File: src/rtl/dric_pkg.sv
// Package with widths, beat types and result types for the depth run interval caller.
package dric_pkg;

  localparam int unsigned POS_BITS   = 31;
  localparam int unsigned DEPTH_BITS = 24;
  localparam int unsigned SEQ_BITS   = 16;

  localparam int unsigned FIFO_DEPTH = 4;
  localparam int unsigned FIFO_AW    = $clog2(FIFO_DEPTH);
  localparam int unsigned FIFO_CW    = $clog2(FIFO_DEPTH + 1);

  localparam logic [DEPTH_BITS-1:0] CUTOFF_RESET = DEPTH_BITS'(1);

  typedef enum logic {
    CMD_SAMPLE = 1'b0,
    CMD_FLUSH  = 1'b1
  } command_e;

  typedef enum logic {
    STRAND_FWD = 1'b0,
    STRAND_REV = 1'b1
  } strand_e;

  typedef struct packed {
    logic                  command;
    logic [SEQ_BITS-1:0]   sequence_id;
    logic [POS_BITS-1:0]   position;
    logic [DEPTH_BITS-1:0] depth_forward;
    logic [DEPTH_BITS-1:0] depth_reverse;
  } sample_t;

  typedef struct packed {
    logic [SEQ_BITS-1:0] sequence_id;
    logic                strand;
    logic [POS_BITS-1:0] interval_start;
    logic [POS_BITS-1:0] interval_end;
    logic                last;
  } interval_t;

endpackage

File: src/rtl/dric_sample_if.sv
// Handshake interface carrying depth samples and flush commands.
interface dric_sample_if import dric_pkg::*; ();
  logic                  valid;
  logic                  ready;
  logic                  command;
  logic [SEQ_BITS-1:0]   sequence_id;
  logic [POS_BITS-1:0]   position;
  logic [DEPTH_BITS-1:0] depth_forward;
  logic [DEPTH_BITS-1:0] depth_reverse;

  modport source (
    output valid, command, sequence_id, position, depth_forward, depth_reverse,
    input  ready
  );
  modport sink (
    input  valid, command, sequence_id, position, depth_forward, depth_reverse,
    output ready
  );
endinterface

File: src/rtl/dric_interval_if.sv
// Handshake interface carrying emitted run intervals.
interface dric_interval_if import dric_pkg::*; ();
  logic                valid;
  logic                ready;
  logic [SEQ_BITS-1:0] sequence_id_out;
  logic                strand;
  logic [POS_BITS-1:0] interval_start;
  logic [POS_BITS-1:0] interval_end;
  logic                last;

  modport source (
    output valid, sequence_id_out, strand, interval_start, interval_end, last,
    input  ready
  );
  modport sink (
    input  valid, sequence_id_out, strand, interval_start, interval_end, last,
    output ready
  );
endinterface

File: src/rtl/depth_run_interval_caller_core.sv
// Top level of the depth run interval caller: sample stage, run state and result queue.
//
//   port        dir  kind        payload
//   in_i        in   valid/ready command, sequence_id, position, depth_forward, depth_reverse
//   out_o       out  valid/ready sequence_id_out, strand, interval_start, interval_end, last
//   cfg_we_i    in   write       cfg_data_i -> cutoff_q
//
// An accepted beat is registered in the sample stage, is evaluated there and its zero,
// one or two intervals enter a four-entry result queue; the first can leave in the cycle after the evaluation.
// The single result port sets the rate: one beat per cycle while the output is ready and beats
// make at most one interval; while each makes two, the stage waits on the result port.
// Reset clears the runs, the current sequence, the stage and the queue; the cutoff is 1.
// A stalled output fills the queue; the stage waits for two free entries, or one and a pop.
module depth_run_interval_caller_core import dric_pkg::*; (
  input  logic                  clk_i,
  input  logic                  rst_ni,
  input  logic                  cfg_we_i,
  input  logic [DEPTH_BITS-1:0] cfg_data_i,
  dric_sample_if.sink           in_i,
  dric_interval_if.source       out_o
);

  logic [DEPTH_BITS-1:0] cutoff_q;

  logic    stage_v_q, stage_v_d;
  sample_t stage_q;

  logic [POS_BITS-1:0] start_q [2];
  logic [POS_BITS-1:0] end_q   [2];
  logic [POS_BITS-1:0] start_d [2];
  logic [POS_BITS-1:0] end_d   [2];
  logic [SEQ_BITS-1:0] cur_seq_q, cur_seq_d;

  interval_t           fifo_mem_q [FIFO_DEPTH];
  logic [FIFO_AW-1:0]  wr_ptr_q, rd_ptr_q;
  logic [FIFO_CW-1:0]  count_q;

  logic                  in_fire, pop, advance, counting, seq_changed;
  logic [DEPTH_BITS-1:0] dep [2];
  logic [1:0]            open, gap, low;
  logic [3:0]            flag;
  interval_t             cand [4];
  interval_t             res0, res1;
  logic [1:0]            n_res;

  assign in_fire = in_i.valid && in_i.ready;
  assign pop     = out_o.valid && out_o.ready;

  // Two free entries, or one plus a pop in the same cycle, are needed before the staged beat is evaluated.
  assign advance = stage_v_q &&
                   ((count_q <= FIFO_CW'(FIFO_DEPTH - 2)) ||
                    ((count_q == FIFO_CW'(FIFO_DEPTH - 1)) && pop));
  assign in_i.ready = !stage_v_q || advance;
  assign stage_v_d  = in_fire || (stage_v_q && !advance);

  assign dep[0] = stage_q.depth_forward;
  assign dep[1] = stage_q.depth_reverse;

  assign counting = (stage_q.command == CMD_SAMPLE) &&
                    (stage_q.position != '0) &&
                    ((dep[0] > cutoff_q) || (dep[1] > cutoff_q));
  assign seq_changed = stage_q.sequence_id != cur_seq_q;

  always_comb begin
    logic [POS_BITS:0] end_inc;
    for (int s = 0; s < 2; s++) begin
      end_inc = {1'b0, end_q[s]} + (POS_BITS + 1)'(1);
      open[s] = end_q[s] != '0;
      if (stage_q.command == CMD_FLUSH) begin
        gap[s] = open[s];
      end else begin
        gap[s] = counting && open[s] &&
                 (seq_changed || ({1'b0, stage_q.position} != end_inc));
      end
      low[s] = counting && open[s] && !gap[s] && (dep[s] < cutoff_q);
    end
  end

  // Candidates in emission order: both gap closes, then both low-depth closes.
  always_comb begin
    for (int i = 0; i < 4; i++) begin
      cand[i].strand         = (i % 2 == 0) ? STRAND_FWD : STRAND_REV;
      cand[i].interval_start = start_q[i % 2];
      cand[i].interval_end   = end_q[i % 2];
      cand[i].sequence_id    = (i < 2) ? cur_seq_q : stage_q.sequence_id;
      cand[i].last           = 1'b0;
    end
    flag = {low[1], low[0], gap[1], gap[0]};
  end

  always_comb begin
    logic [1:0] n;
    n    = '0;
    res0 = cand[0];
    res1 = cand[0];
    for (int i = 0; i < 4; i++) begin
      if (flag[i]) begin
        if (n == 2'd0) begin
          res0 = cand[i];
        end else begin
          res1 = cand[i];
        end
        n = n + 2'd1;
      end
    end
    res0.last = (n == 2'd1);
    res1.last = 1'b1;
    n_res     = advance ? n : 2'd0;
  end

  always_comb begin
    cur_seq_d = cur_seq_q;
    for (int s = 0; s < 2; s++) begin
      start_d[s] = start_q[s];
      end_d[s]   = end_q[s];
      if (advance) begin
        if (stage_q.command == CMD_FLUSH) begin
          start_d[s] = '0;
          end_d[s]   = '0;
        end else if (counting) begin
          if (dep[s] < cutoff_q) begin
            start_d[s] = '0;
            end_d[s]   = '0;
          end else if (!open[s] || gap[s]) begin
            start_d[s] = stage_q.position - POS_BITS'(1);
            end_d[s]   = stage_q.position;
          end else begin
            end_d[s]   = stage_q.position;
          end
        end
      end
    end
    if (advance && counting) begin
      cur_seq_d = stage_q.sequence_id;
    end
  end

  always_ff @(posedge clk_i or negedge rst_ni) begin
    if (!rst_ni) begin
      cutoff_q  <= CUTOFF_RESET;
      stage_v_q <= 1'b0;
      cur_seq_q <= '0;
      for (int s = 0; s < 2; s++) begin
        start_q[s] <= '0;
        end_q[s]   <= '0;
      end
      wr_ptr_q <= '0;
      rd_ptr_q <= '0;
      count_q  <= '0;
    end else begin
      if (cfg_we_i) begin
        cutoff_q <= cfg_data_i;
      end
      stage_v_q <= stage_v_d;
      cur_seq_q <= cur_seq_d;
      for (int s = 0; s < 2; s++) begin
        start_q[s] <= start_d[s];
        end_q[s]   <= end_d[s];
      end
      wr_ptr_q <= wr_ptr_q + FIFO_AW'(n_res);
      if (pop) begin
        rd_ptr_q <= rd_ptr_q + FIFO_AW'(1);
      end
      count_q <= count_q + FIFO_CW'(n_res) - FIFO_CW'(pop);
    end
  end

  always_ff @(posedge clk_i) begin
    if (in_fire) begin
      stage_q.command       <= in_i.command;
      stage_q.sequence_id   <= in_i.sequence_id;
      stage_q.position      <= in_i.position;
      stage_q.depth_forward <= in_i.depth_forward;
      stage_q.depth_reverse <= in_i.depth_reverse;
    end
    if (n_res != 2'd0) begin
      fifo_mem_q[wr_ptr_q] <= res0;
    end
    if (n_res == 2'd2) begin
      fifo_mem_q[wr_ptr_q + FIFO_AW'(1)] <= res1;
    end
  end

  assign out_o.valid           = count_q != '0;
  assign out_o.sequence_id_out = fifo_mem_q[rd_ptr_q].sequence_id;
  assign out_o.strand          = fifo_mem_q[rd_ptr_q].strand;
  assign out_o.interval_start  = fifo_mem_q[rd_ptr_q].interval_start;
  assign out_o.interval_end    = fifo_mem_q[rd_ptr_q].interval_end;
  assign out_o.last            = fifo_mem_q[rd_ptr_q].last;

endmodule

File: src/flat_wrapper.sv
// flat-port wrapper written by rule: the top's interface ports become plain ports
module depth_run_interval_caller_core_flat import dric_pkg::*;
  (clk_i, rst_ni, cfg_we_i, cfg_data_i, in_i_valid, in_i_command, in_i_sequence_id, in_i_position, in_i_depth_forward, in_i_depth_reverse, in_i_ready, out_o_valid, out_o_sequence_id_out, out_o_strand, out_o_interval_start, out_o_interval_end, out_o_last, out_o_ready);
  dric_sample_if in_i_i ();
  dric_interval_if out_o_i ();
  input  logic clk_i;
  input  logic rst_ni;
  input  logic cfg_we_i;
  input  logic [DEPTH_BITS-1:0] cfg_data_i;
  input wire logic [$bits(in_i_i.valid)-1:0] in_i_valid;
  input wire logic [$bits(in_i_i.command)-1:0] in_i_command;
  input wire logic [$bits(in_i_i.sequence_id)-1:0] in_i_sequence_id;
  input wire logic [$bits(in_i_i.position)-1:0] in_i_position;
  input wire logic [$bits(in_i_i.depth_forward)-1:0] in_i_depth_forward;
  input wire logic [$bits(in_i_i.depth_reverse)-1:0] in_i_depth_reverse;
  output wire logic [$bits(in_i_i.ready)-1:0] in_i_ready;
  output wire logic [$bits(out_o_i.valid)-1:0] out_o_valid;
  output wire logic [$bits(out_o_i.sequence_id_out)-1:0] out_o_sequence_id_out;
  output wire logic [$bits(out_o_i.strand)-1:0] out_o_strand;
  output wire logic [$bits(out_o_i.interval_start)-1:0] out_o_interval_start;
  output wire logic [$bits(out_o_i.interval_end)-1:0] out_o_interval_end;
  output wire logic [$bits(out_o_i.last)-1:0] out_o_last;
  input wire logic [$bits(out_o_i.ready)-1:0] out_o_ready;
  assign in_i_i.valid = in_i_valid;
  assign in_i_i.command = in_i_command;
  assign in_i_i.sequence_id = in_i_sequence_id;
  assign in_i_i.position = in_i_position;
  assign in_i_i.depth_forward = in_i_depth_forward;
  assign in_i_i.depth_reverse = in_i_depth_reverse;
  assign in_i_ready = in_i_i.ready;
  assign out_o_valid = out_o_i.valid;
  assign out_o_sequence_id_out = out_o_i.sequence_id_out;
  assign out_o_strand = out_o_i.strand;
  assign out_o_interval_start = out_o_i.interval_start;
  assign out_o_interval_end = out_o_i.interval_end;
  assign out_o_last = out_o_i.last;
  assign out_o_i.ready = out_o_ready;
  depth_run_interval_caller_core u_core (.clk_i(clk_i), .rst_ni(rst_ni), .cfg_we_i(cfg_we_i), .cfg_data_i(cfg_data_i), .in_i(in_i_i), .out_o(out_o_i));
endmodule
File: config.mk
export PLATFORM = sky130hd
export DESIGN_NAME = depth_run_interval_caller_core_flat
export DESIGN_NICKNAME = d
export VERILOG_FILES = /design/src/rtl/dric_pkg.sv /design/src/rtl/dric_sample_if.sv /design/src/rtl/dric_interval_if.sv /design/src/rtl/depth_run_interval_caller_core.sv /design/src/flat_wrapper.sv
export SDC_FILE = /design/constraint.sdc
export NUM_CORES = 1
export LEC_CHECK = 0
export ABC_AREA = 1
export ABC_CLOCK_PERIOD_IN_PS = 9300
export BUFFER_PORTS_ARGS = -buffer_cell sky130_fd_sc_hd__buf_2
export CAP_MARGIN = 20
export CELL_PAD_IN_SITES_DETAIL_PLACEMENT = 1
export CELL_PAD_IN_SITES_GLOBAL_PLACEMENT = 2
export CORE_ASPECT_RATIO = 1.5
export CORE_MARGIN = 5
export CORE_UTILIZATION = 30
export DETAILED_ROUTE_END_ITERATION = 10
export GPL_TIMING_DRIVEN = 0
export PLACE_DENSITY = 0.68
export SYNTH_ARGS = -nofsm -noshare
export SYNTH_HDL_FRONTEND = slang
export SYNTH_SLANG_ARGS = --single-unit
export TNS_END_PERCENT = 30
File: constraint.sdc
create_clock -name clk_i -period 9.3 [get_ports clk_i]
set_clock_uncertainty 0.2 [all_clocks]
set_input_delay 2.79 -clock clk_i [delete_from_list [all_inputs] [get_ports clk_i]]
set_output_delay 2.79 -clock clk_i [all_outputs]
set_load 0.005 [all_outputs]
# Yosys cells after proc, flatten, opt, wreduce, memory -nomap -nowiden
# Memory sizes are Yosys's and may differ from the RTL's.
# Cells that the tools add are included.
# word_totals
ramBits,320
regBits,268
memories,1
output_inout_bits,82
input_bits,125
# op_classes
bitwise_logic,1
muxes,37
eq_ne,6
n_reduce_logical,44
n_addsub,11
magnitude_cmp,5
# memory_table
name,depth,width,rd,rd_clocked_by_memory_dff,write_ports,line_no,source
u_core.fifo_mem_q,4,80,1,0,2,depth_run_interval_caller_core.sv:34,interval_t fifo_mem_q [FIFO_DEPTH];
# op_table
cell,count
$mux 80,8
$mux 31,14
$mux 64,4
$reduce_bool 31->1,3
$add 31x1->32 const B,2
$ne 31x32->1,2
$gt 24x24->1,2
$lt 24x24->1,2
$sub 31x1->31 const B,1
$logic_and 1x1->1,16
$ne 16x16->1,1
$reduce_bool 3->1,3
$add 2x1->2 const B,4
$logic_or 1x1->1,8
$mux 2,4
$mux 1,7
$logic_not 1->1,6
$logic_not 2->1,3
$reduce_and 3->1,2
$reduce_bool 2->1,2
$add 3x2->3,1
$eq 3x2->1 const B,1
$le 3x2->1 const B,1
$sub 3x1->3,1
6 further kinds,6

# Logic depth before layout (Yosys ltp)
# Gate-level depths: netlist (run 1).
# depth
depth_word,17
ltp_mapped,33
depth_no_buf,32

# Worst setup path after synthesis (run 1)
# Ideal clock, no wire load.
# synth_path
kind,input port to flip-flop
startpoint,input out_o_ready
endpoint,"register u_core.stage_q, in the netlist u_core.cand[64], enable pin"
setup_ns,0.582
n_path_buf,0
setup_slack_ns,0.819
t_arrival_ns,7.699
path_stages,4
path_cell_list,inv_1 a31oi_1 inv_1 a21oi_1
# synth_via
elab_chain_len,6
# synth_lines
element,line_no,source
from (decl),flat_wrapper.sv:23,input wire logic [$bits(out_o_i.ready)-1:0] out_o_ready;
$logic_and 1x1->1,depth_run_interval_caller_core.sv:47,assign pop = out_o.valid && out_o.ready;
$logic_and 1x1->1,depth_run_interval_caller_core.sv:52,((count_q == FIFO_CW'(FIFO_DEPTH - 1)) && pop));
$logic_or 1x1->1,depth_run_interval_caller_core.sv:51,((count_q <= FIFO_CW'(FIFO_DEPTH - 2)) ||
$logic_and 1x1->1,depth_run_interval_caller_core.sv:50,assign advance = stage_v_q &&
$logic_or 1x1->1,depth_run_interval_caller_core.sv:53,assign in_i.ready = !stage_v_q || advance;
$logic_and 1x1->1,depth_run_interval_caller_core.sv:46,assign in_fire = in_i.valid && in_i.ready;
net u_core.in_fire,depth_run_interval_caller_core.sv:38,"logic in_fire, pop, advance, counting, seq_changed;"
to (decl),depth_run_interval_caller_core.sv:26,sample_t stage_q;
# The timed path passes the listed nets, and every way through them passes these cells.
# A chain may end at the register's enable or synchronous reset.

==> metrics.csv, run 1 <==
metric;value;unit
area_growth;16.5;%
placedCellCount;5808;
cts.repair.resized;0;
vias_per_cell;5.16;
grt_antenna_before_repair;11;
clock.fmax;136;MHz
finalCritPeriodShare;79.0;%
post-cts-setup-buffers;0;
clkLatencyLatePin;650;ps
p_leak;16.5;nW
synth_edf_count;412;
report.final.slew_viol_count;0;
port_buffers;205;
fill_cells;13300;
setup_viol;0;
seq_area;0.0168;mm^2
rows;149;
routed_wl;150000;um
num_vias;30600;
cpMaxStageDelayCell;nor2_2;
yosysTopAreaCell;edfxtp_1;
dp_slack;1900;ps
p_total;14.3;mW
synth_top_area_share;37.1;%
synth_area;0.0333;mm^2
start_kind;flop;
hpwlAfterDp;114000;um
report.final.hold_viol_count;0;
cp_slowest_stage_delay;720;ps
core_region_area;0.110;mm^2
synth_cell_types;48;
tightest_slew;1180;ps
hold_slack;261;ps
die_area;0.118;mm^2
cp.required;9430;ps
avgSynthCellArea;8.02;um^2
drive_gt1_share;10.7;%
fin_nets;4634;
grt_pass1_vias;32100;
cts_max_path_buffers;3;
grt_max_degree;91;
yosysWarnings;0;
synth_top_flop_cell;edfxtp_1;
multi_input_area;0.0143;mm^2
die_x;282;um
crit_top_cell;nand2_1;
synth_most_common_cell;nand2_1;
crit_type;flop to flop;
postSynthCellCount;4156;
yosys_register_bits;588;
critPathCaptureType;flop;
post-route-drc-count;0;
period_needed;7340;ps
status;finished clean;
htree_levels;3;
ioPinCount;207;
slew_headroom;21.5;%
drt-initial-drc-count;1834;
fin_cells;5935;
grt_use_total;24.9;%
synth_common_cells;nand2_1 (1,299), nand3_1 (506), edfxtp_1 (412), nor2_1 (350), o21ai_0 (280);
hp-class;flop to flop;
irDropWorstVdd;172;uV
avgRoutedWirePerCell;25.2;um
power.density;369;mW/mm^2
syn_nets;4345;
async_flop_share;29.3;%
die_h;418;um
maxCapViolCount;0;
cts.clk_slew.worst_paths;60;ps
gp_congestion;0.900;
cp_max_fo;29;
grt_pass1_wl;217000;um
clkSinkCount;588;
cts_root_buffer;clkbuf_16;
numCtsBuffers;69;
initial_core_util;30.2;%
first_pass_iters;6;
yosysSeqAreaShare;50.3;%
synth_area_leaders;edfxtp_1 (37%), nand2_1 (15%), dfrtp_1 (13%);
critical-path-top-delay-family;simple AND/OR/NAND/NOR gates;
fin_ws;1960;ps
arrival;7470;ps
crit_buf_inv;6;
cts_tree;built;
hold_buffers;0;
grt-ovfl-total;0;
rsz0062_at_grt;false;
postRouteAntennaNets;0;
-- through the flow --
stage / instance area [um^2] / TNS, ps / util, %
2_1_floorplan: 33300 / 0 / -
3_3_place_gp: 36100 / -728170 / 32.8
3_5_place_dp: 36500 / 0 / 33.1
4_1_cts: 38800 / 0 / 35.2
5_1_grt: 38800 / 0 / 35.2
6_report: 38800 / 0 / 35.2
-- worst min-delay path, delay by kind of cell (launching register included) --
family	cells	cell delay [ps]
DFF	1	330
and+or+nand+nor	2	100
-- worst paths after layout --
path | start | end | slack, ps | cells after the start
max in group asynchronous | rst_ni | u_core.cur_seq_q[2]$_DFFE_PN0P_ | 5970 | 2
worst min-delay path | u_core.fifo_mem_q[2][0]$_SDFFE_PP1N_ | u_core.fifo_mem_q[2][0]$_SDFFE_PP1N_ | 260 | 2
worst min register to register | u_core.fifo_mem_q[2][0]$_SDFFE_PP1N_ | u_core.fifo_mem_q[2][0]$_SDFFE_PP1N_ | 260 | 2
worst max-delay path | u_core.cand[1]$_DFFE_PN0P_ | u_core.fifo_mem_q[1][21]$_DFFE_PP_ | 1960 | 29
min in group asynchronous | rst_ni | u_core.cutoff_q[9]$_DFFE_PN0P_ | 1900 | 1
worst max register to register | u_core.cand[1]$_DFFE_PN0P_ | u_core.fifo_mem_q[1][21]$_DFFE_PP_ | 1960 | 29
-- cell families (layout without fill, tap and decap cells) --
| logic type | count (synthesis) | after routing | share of synthesized area, % |
|---|---|---|---|
| other cells | 0 | 3 | 0 |
| buf+inv | 568 | 910 | 6.91 |
| fa+ha+maj | 64 | 64 | 2.43 |
| simple gates | 2319 | 2319 | 29.4 |
| flops | 588 | 588 | 50.3 |
| compound gates | 547 | 547 | 8.97 |
| mux | 1 | 1 | 0.0338 |
| xor+xnor | 69 | 69 | 1.94 |
-- layout make-up --
| class | count | share of cell area (%) |
|---|---|---|
| antenna | 3 | 0.0193 |
| buffer | 278 | 3.12 |
| clock buffer | 96 | 5.11 |
| clock inverter | 28 | 0.828 |
| inverter | 290 | 2.80 |
| multi-input combinational | 3000 | 36.9 |
| sequential | 588 | 43.2 |
| tap | 1434 | 4.62 |
| timing repair buffer | 218 | 3.46 |
-- cell usage in the layout (no fill, tap or decap), types with 7 or more instances in the layout --
| master | instances |
|---|---|
| clkinv_1 | 8 |
| clkbuf_1 | 179 |
| nand2_2 | 10 |
| dfrtp_1 | 171 |
| inv_1 | 278 |
| nand3_1 | 506 |
| clkinv_2 | 8 |
| inv_2 | 11 |
| nand4_1 | 84 |
| o21ai_1 | 68 |
| ha_1 | 63 |
| xnor2_1 | 23 |
| o21ai_0 | 280 |
| clkbuf_16 | 72 |
| clkbuf_8 | 9 |
| nor2_1 | 350 |
| o22ai_1 | 134 |
| a21oi_1 | 36 |
| nor3_1 | 14 |
| buf_1 | 10 |
| buf_2 | 296 |
| nor4_1 | 13 |
| o41ai_1 | 13 |
| nand2_4 | 7 |
| nand2_1 | 1296 |
| buf_12 | 7 |
| buf_4 | 8 |
| xor2_1 | 43 |
| nand3b_1 | 8 |
| nor2_2 | 10 |
| edfxtp_1 | 412 |
-- registers in the layout, indices dropped and copies added (netlist names) --
signal	cells
u_core.cand	140
u_core.count_q	3
u_core.cur_seq_q	16
u_core.cutoff_q	24
u_core.dep	48
u_core.fifo_mem_q	320
u_core.rd_ptr_q	2
u_core.stage_q	32
u_core.stage_v_q	1
u_core.wr_ptr_q	2
-- where the power goes --
| group | internal, mW | switching (mW) | total (mW) |
|---|---|---|---|
| Sequential | 3.84 | 0.574 | 4.41 |
| Combinational | 1.79 | 5.27 | 7.07 |
| Clock | 1.66 | 1.17 | 2.84 |
-- per-layer routing --
layer	share of wire, %	vias to the layer above	global-route usage [%]
li1	-	14600	-
met1	39	15100	28.5
met2	52	716	46.1
met3	3.7	261	3.05
met4	5.2	14	11.5
met5	0.051	-	0
(Power assumes the default switching activity.)
==> inputs of run 2 (changes only) <==
--- a/config.mk
+++ b/config.mk
@@ -5,8 +5,8 @@
 export SDC_FILE = /design/constraint.sdc
 export NUM_CORES = 1
 export LEC_CHECK = 0
-export ABC_AREA = 1
-export ABC_CLOCK_PERIOD_IN_PS = 9300
+export ABC_AREA = 0
+export ABC_CLOCK_PERIOD_IN_PS = 6100
 export BUFFER_PORTS_ARGS = -buffer_cell sky130_fd_sc_hd__buf_2
 export CAP_MARGIN = 20
 export CELL_PAD_IN_SITES_DETAIL_PLACEMENT = 1
@@ -16,7 +16,7 @@
 export CORE_UTILIZATION = 30
 export DETAILED_ROUTE_END_ITERATION = 10
 export GPL_TIMING_DRIVEN = 0
-export PLACE_DENSITY = 0.68
+export PLACE_DENSITY = 0.63
 export SYNTH_ARGS = -nofsm -noshare
 export SYNTH_HDL_FRONTEND = slang
 export SYNTH_SLANG_ARGS = --single-unit
==> constraint.sdc (replaced) <==
create_clock -name clk_i -period 6.1 [get_ports clk_i]
set_clock_uncertainty 0.2 [all_clocks]
set_input_delay 1.83 -clock clk_i [delete_from_list [all_inputs] [get_ports clk_i]]
set_output_delay 1.83 -clock clk_i [all_outputs]
set_load 0.005 [all_outputs]
==> run 2 against run 1 <==
Compared with the run above:
- synthesized area fell by 10%
- die area decreased by 10%
- via count is 28% lower
- sequential power up 46%
- critical path depth down 8
- wire length down 25%
- largest cell class unchanged
- power grew 31%
- maximum frequency up 23%
- worst hold slack better by 2.8 ps
- sequential share of layout area increased by 2.6 points
- largest power group unchanged
- setup slack got worse by 1800 ps
- global-route usage down 4.1 points
==> metrics.csv, run 2 <==
metric;value;unit
status;finished clean;
clkLatencyLatePin;660;ps
htree_levels;3;
fin_cells;4081;
synth_most_common_cell;edfxtp_1;
drt-initial-drc-count;1333;
worstRegToRegCells;21;
arrival;6120;ps
port_buffers;205;
grt_use_total;20.9;%
whs_path_depth;1;
cp_slowest_stage_delay;570;ps
avgRoutedWirePerCell;27.5;um
synth_area;0.0299;mm^2
critPathCaptureType;flop;
yosysSeqAreaShare;56.1;%
hold_slack;263;ps
cts_tree;built;
ioPinCount;207;
synth_cell_types;93;
synth_top_flop_cell;edfxtp_1;
placedCellCount;3880;
yosys_register_bits;588;
grt_antenna_before_repair;3;
cp_max_fo;31;
cpMaxStageDelayCell;or4_1;
timing.rr.end;u_core.fifo_mem_q[1][26]$_DFFE_PP_;
final_cell_mix;edfxtp_1 (412), nand2_1 (257), a22o_1 (249);
r2r_slack;150;ps
fin_nets;2932;
finalCritPeriodShare;97.6;%
synth_top_area_share;41.4;%
area_growth;22.5;%
dpl_cell_area;0.0330;mm^2
cts_max_path_buffers;3;
die_x;268;um
num_vias;22100;
tightest_slew;1080;ps
tns;0;ps
synth_common_cells;edfxtp_1 (412), nand2_1 (258), a22o_1 (249), dfrtp_1 (171), clkbuf_1 (127);
max_flop_register;u_core.fifo_mem_q;
grt_max_degree;94;
cp_cell_sequence;buf_4 > nand4_1 > or4_4 > nor4_2 > xnor2_1 > or4_1 > or4_4 > o21ai_4 > a21oi_4 > inv_1 > ha_1 > nand4_1 > o21ai_2 > ha_4 > nand2_1 > o21ai_0 > a21oi_4 > clkbuf_4 > clkinvlp_4 > buf_4 > buf_12;
synth_area_leaders;edfxtp_1 (41%), dfrtp_1 (14%), a22o_1 (7.3%);
postSynthCellCount;2374;
syn_nets;2563;
cts.clk_slew.worst_paths;60;ps
post-route-drc-count;0;
numCtsBuffers;66;
slew_headroom;28.1;%
avgSynthCellArea;12.6;um^2
final_util;37.1;%
die_area;0.106;mm^2
critical-path-top-delay-family;simple AND/OR/NAND/NOR gates;
report.final.hold_viol_count;0;
layout_commonest_cell;edfxtp_1;
holdPathEnd;u_core.fifo_mem_q[3][0]$_SDFFE_PP1N_;
synth_edf_count;412;
hp-start;u_core.fifo_mem_q[3][0]$_SDFFE_PP1N_;
yosysTopAreaCell;edfxtp_1;
hpwlAfterDp;80900;um
clkSinkCount;588;
yosysWarnings;0;
fill_cells;10600;
cts_root_buffer;clkbuf_16;
async_flop_share;29.3;%
largest_reg_flops;320;
core_region_area;0.0988;mm^2
setup_viol;0;
gp_congestion;0.911;
power.density;514;mW/mm^2
vias_per_cell;5.41;
report.final.slew_viol_count;0;
fin_area;0.0366;mm^2
clock.fmax;168;MHz
rows;141;
hp-class;flop to flop;
routed_wl;112000;um
period_needed;5950;ps
first_pass_iters;5;
p_leak;13.6;nW
crit_buf_inv;6;
grt_pass1_wl;165000;um
postRouteAntennaNets;0;
initial_core_util;30.2;%
grt-ovfl-total;0;
drive_gt1_share;25.6;%
cp.required;6270;ps
grt_pass1_vias;24200;
worstReg2RegStart;u_core.cand[23]$_DFFE_PN0P_;
irDropWorstVdd;242;uV
maxCapViolCount;0;
die_h;397;um
start_kind;flop;
crit_type;flop to flop;
==> run 2: cell count changes after synthesis, sizes merged, moves of 229 or more <==
cell,change
nand2,-1054
nand3,-462
nor2,-309
a22o,+249
o21ai,-249
inv,-229
==> run 2: worst register-to-register path: stages (launching register included) <==
cell and delay [ps]:
dfrtp_1 330, buf_4 200, nand4_1 200, or4_4 550, nor4_2 190, xnor2_1 100, or4_1 570, or4_4 570
o21ai_4 190, a21oi_4 100, inv_1 120, ha_1 200, nand4_1 110, o21ai_2 130, ha_4 240, nand2_1 110
o21ai_0 370, a21oi_4 330, clkbuf_4 320, clkinvlp_4 150, buf_4 170, buf_12 170
==> run 2: timing repair <==
action | CTS | global route
setup endpoints to repair | 638 | 579
hold buffers | 0 | 0
pin swaps | 20 | 19
buffers inserted | 56 | 41
gates cloned | 8 | 1
endpoints found under the hold margin | 0 | 0
resized for setup | 85 | 60
==> run 2: layout make-up <==
cell class | count | area [um^2] | share of cell area, %
diodes | 1 | 2.50 | 0.00684
well taps | 1287 | 1610 | 4.40
inverters | 60 | 236 | 0.646
plain buffers | 200 | 1260 | 3.45
repair buffers | 322 | 2330 | 6.36
clock inverters | 35 | 410 | 1.12
repair inverters | 3 | 22.5 | 0.0615
flip-flops and latches | 588 | 16800 | 45.8
multi-input cells | 1502 | 12200 | 33.3
clock buffers | 83 | 1780 | 4.85
==> run 2: how the worst max path moves through the flow <==
stage                     depth (start not counted)  slack [ps]                                  to                            start
after floorplan                                  19        -160  u_core.fifo_mem_q[0][10]$_DFFE_PP_       u_core.cand[2]$_DFFE_PN0P_
after global placement                           21       -3480  u_core.fifo_mem_q[1][26]$_DFFE_PP_  u_core.cutoff_q[23]$_DFFE_PN0P_
after detailed placement                         22       -1970  u_core.fifo_mem_q[1][26]$_DFFE_PP_  u_core.cutoff_q[23]$_DFFE_PN0P_
after CTS                                        22           4  u_core.fifo_mem_q[0][21]$_DFFE_PP_       u_core.cand[2]$_DFFE_PN0P_
after global routing                             24         -40  u_core.fifo_mem_q[0][67]$_DFFE_PP_      u_core.cand[23]$_DFFE_PN0P_
final                                            21         150  u_core.fifo_mem_q[1][26]$_DFFE_PP_      u_core.cand[23]$_DFFE_PN0P_
==> run 2: report_power, final <==
group / switching, mW / total [mW] / internal, mW
clock: 1.72 / 4.14 / 2.42
sequential: 0.790 / 6.46 / 5.67
combinational: 5.02 / 8.21 / 3.18
==> run 2: cells by family after synthesis <==
kind of cell,Yosys count,synth area share (%)
adders and majority gates,64,2.70
muxes,101,6.80
DFF,588,56.1
xor gates and xnor gates,128,3.78
and+or+nand+nor,656,11.4
buffers and inverters,284,4.70
AOI/OAI and AO/OA,553,14.6
==> run 2: metrics by stage <==
step	power [mW]	setup slack (ps)
CTS	18.8	3.99
global route	19.8	-44.9
floorplan	10.8	-158
detailed placement	14.1	-1970
global placement	13.8	-3480
finish	18.8	149
==> run 2: layer usage <==
layer,up-vias,share of wire (%),track usage (%),wire length [um]
met2,540,54,39.7,61100
met5,-,0.020,0,22
li1,9822,-,-,-
met3,186,3.7,3.05,4180
met1,11500,38,23.3,42500
met4,4,4.0,7.77,4530
==> inputs of run 3 (changes only) <==
--- a/config.mk
+++ b/config.mk
@@ -17,6 +17,7 @@
 export DETAILED_ROUTE_END_ITERATION = 10
 export GPL_TIMING_DRIVEN = 0
 export PLACE_DENSITY = 0.63
+export SETUP_SLACK_MARGIN = 0.2
 export SYNTH_ARGS = -nofsm -noshare
 export SYNTH_HDL_FRONTEND = slang
 export SYNTH_SLANG_ARGS = --single-unit
==> run 3 against run 2 <==
Compared with the run above:
- setup slack better by 4.6 ps
- cell count rose by 0.69%
- clock power barely moved
- largest power group unchanged
- count of clock-buffer cells in the layout unchanged
- global-route usage is 0.096 points higher
- via count grew 1.4%
- die area unchanged
- worst hold slack barely moved
- final area rose by 0.90%
- sequential cell count unchanged
==> metrics.csv, run 3 (same netlist as run 2, synthesis figures left out) <==
metric;value;unit
status;finished clean;
port_buffers;205;
vias_per_cell;5.45;
tightest_slew;1060;ps
report.final.hold_viol_count;0;
clock.fmax;168;MHz
irDropWorstVdd;260;uV
layout_commonest_cell;edfxtp_1;
p_leak;13.8;nW
cts_max_path_buffers;3;
num_vias;22400;
die_area;0.106;mm^2
fin_ws;153;ps
core_region_area;0.0988;mm^2
routed_wl;113000;um
die_x;268;um
die_h;397;um
maxCapViolCount;0;
cts_root_buffer;clkbuf_16;
post-route-drc-count;0;
htree_levels;3;
critPathCaptureType;flop;
placedCellCount;3880;
hp-class;flop to flop;
dpl_cell_area;0.0330;mm^2
fin_nets;2960;
final_cell_mix;edfxtp_1 (412), nand2_1 (256), a22o_1 (249);
grt_pass1_vias;24300;
cts.clk_slew.worst_paths;70;ps
largest_reg_flops;320;
p_total;19.0;mW
hpwlAfterDp;80900;um
drt-initial-drc-count;1395;
crit_path_start;u_core.cand[2]$_DFFE_PN0P_;
drive_gt1_share;26.4;%
setup_viol;0;
grt_use_total;21.0;%
avgRoutedWirePerCell;27.6;um
cp.required;6260;ps
initial_core_util;30.2;%
area_growth;23.6;%
fin_area;0.0369;mm^2
grt_pass1_wl;166000;um
grt_antenna_before_repair;3;
crit_type;flop to flop;
power.density;515;mW/mm^2
grt-ovfl-total;0;
clkLatencyLatePin;660;ps
cp_max_fo;8;
first_pass_iters;5;
worstReg2RegStart;u_core.cand[2]$_DFFE_PN0P_;
slew_headroom;29.7;%
arrival;6100;ps
gp_congestion;0.911;
rsz0062_at_grt;true;
start_kind;flop;
report.final.slew_viol_count;0;
hp-start;u_core.fifo_mem_q[3][0]$_SDFFE_PP1N_;
numCtsBuffers;66;
cts_tree;built;
finalCritPeriodShare;97.5;%
grt_max_degree;94;
dp_slack;-1970;ps
fin_cells;4109;
postRouteAntennaNets;0;
final_util;37.4;%
hold_buffers;0;
ioPinCount;207;
clkSinkCount;588;
rows;141;
max_flop_register;u_core.fifo_mem_q;
period_needed;5950;ps
[run 3: cell count changes in the layout (fill, tap and decap cells not counted), moves of 3 or more]
cell      before  now
dfrtp_1      164  170
clkbuf_2      13   31
buf_6         53   49
buf_12        16   20
dfrtp_2        7    1
or4_1         10    7
buf_8          4    7
clkbuf_4       1    6
buf_16         7   10
buf_2        223  220
or4_4          4    7
[run 3: metal layers]
metal	part of all wire, %	global-route usage, %	vias up
met3	4.0	2.94	177
met5	0.019	0	-
met2	55	39.9	619
li1	-	-	9886
met1	37	23.5	11700
met4	3.8	7.87	4
[run 3: worst max-delay path, stage by stage (launching register included)]
cell and delay [ps]:
dfrtp_2 400, ha_4 150, and4_4 240, nand4_4 110
buf_4 160, buf_4 150, nor4_4 280, xnor2_1 110
or4_4 530, or4_4 550, o21ai_4 210, a21oi_4 100
ha_4 340, xnor2_4 80, ha_4 270, nor2b_2 30
a32o_2 260, or3b_4 410, buf_8 130, a21boi_4 140
clkbuf_16 190, clkinvlp_4 90, buf_12 110, buf_12 110
buf_12 110, buf_16 140
[run 3: per-stage QoR]
step / hold slack, ps / TNS, ps
global placement: 246 / -1375230
finish: 264 / 0
CTS: 266 / 0
global route: 288 / -575
floorplan: 230 / -36320
detailed placement: 255 / -786430
[run 3: final timing paths]
kind                                                        end  slack, ps  cells past startpoint
min in group asynchronous            u_core.cand[6]$_DFFE_PN0P_        950                      1
setup reg to reg             u_core.fifo_mem_q[0][51]$_DFFE_PP_        150                     25
max in group asynchronous           u_core.cand[40]$_DFFE_PN0P_       3740                      2
hold / removal             u_core.fifo_mem_q[3][0]$_SDFFE_PP1N_        260                      1
setup / recovery             u_core.fifo_mem_q[0][51]$_DFFE_PP_        150                     25
hold reg to reg            u_core.fifo_mem_q[3][0]$_SDFFE_PP1N_        260                      1
[run 3: power breakdown]
group / switching, mW / internal [mW] / total, mW
combinational: 5.25 / 3.32 / 8.57
sequential: 0.653 / 5.66 / 6.31
clock: 1.73 / 2.42 / 4.15
[run 3: area by class of cell]
type | count | area (um^2)
fill | 10600 | 61900
sequential | 588 | 16800
multi-input combinational | 1502 | 12300
timing repair buffer | 326 | 2470
clock buffer | 83 | 1780
tap | 1287 | 1610
buffer | 224 | 1390
clock inverter | 35 | 410
inverter | 60 | 236
timing repair inverter | 3 | 22.5
antenna | 1 | 2.50
[run 3: repair_timing]
action | CTS | global route
setup endpoints to repair | 639 | 590
gates resized for setup | 103 | 94
pin swaps | 25 | 33
setup buffers | 64 | 33
cloned | 11 | 1
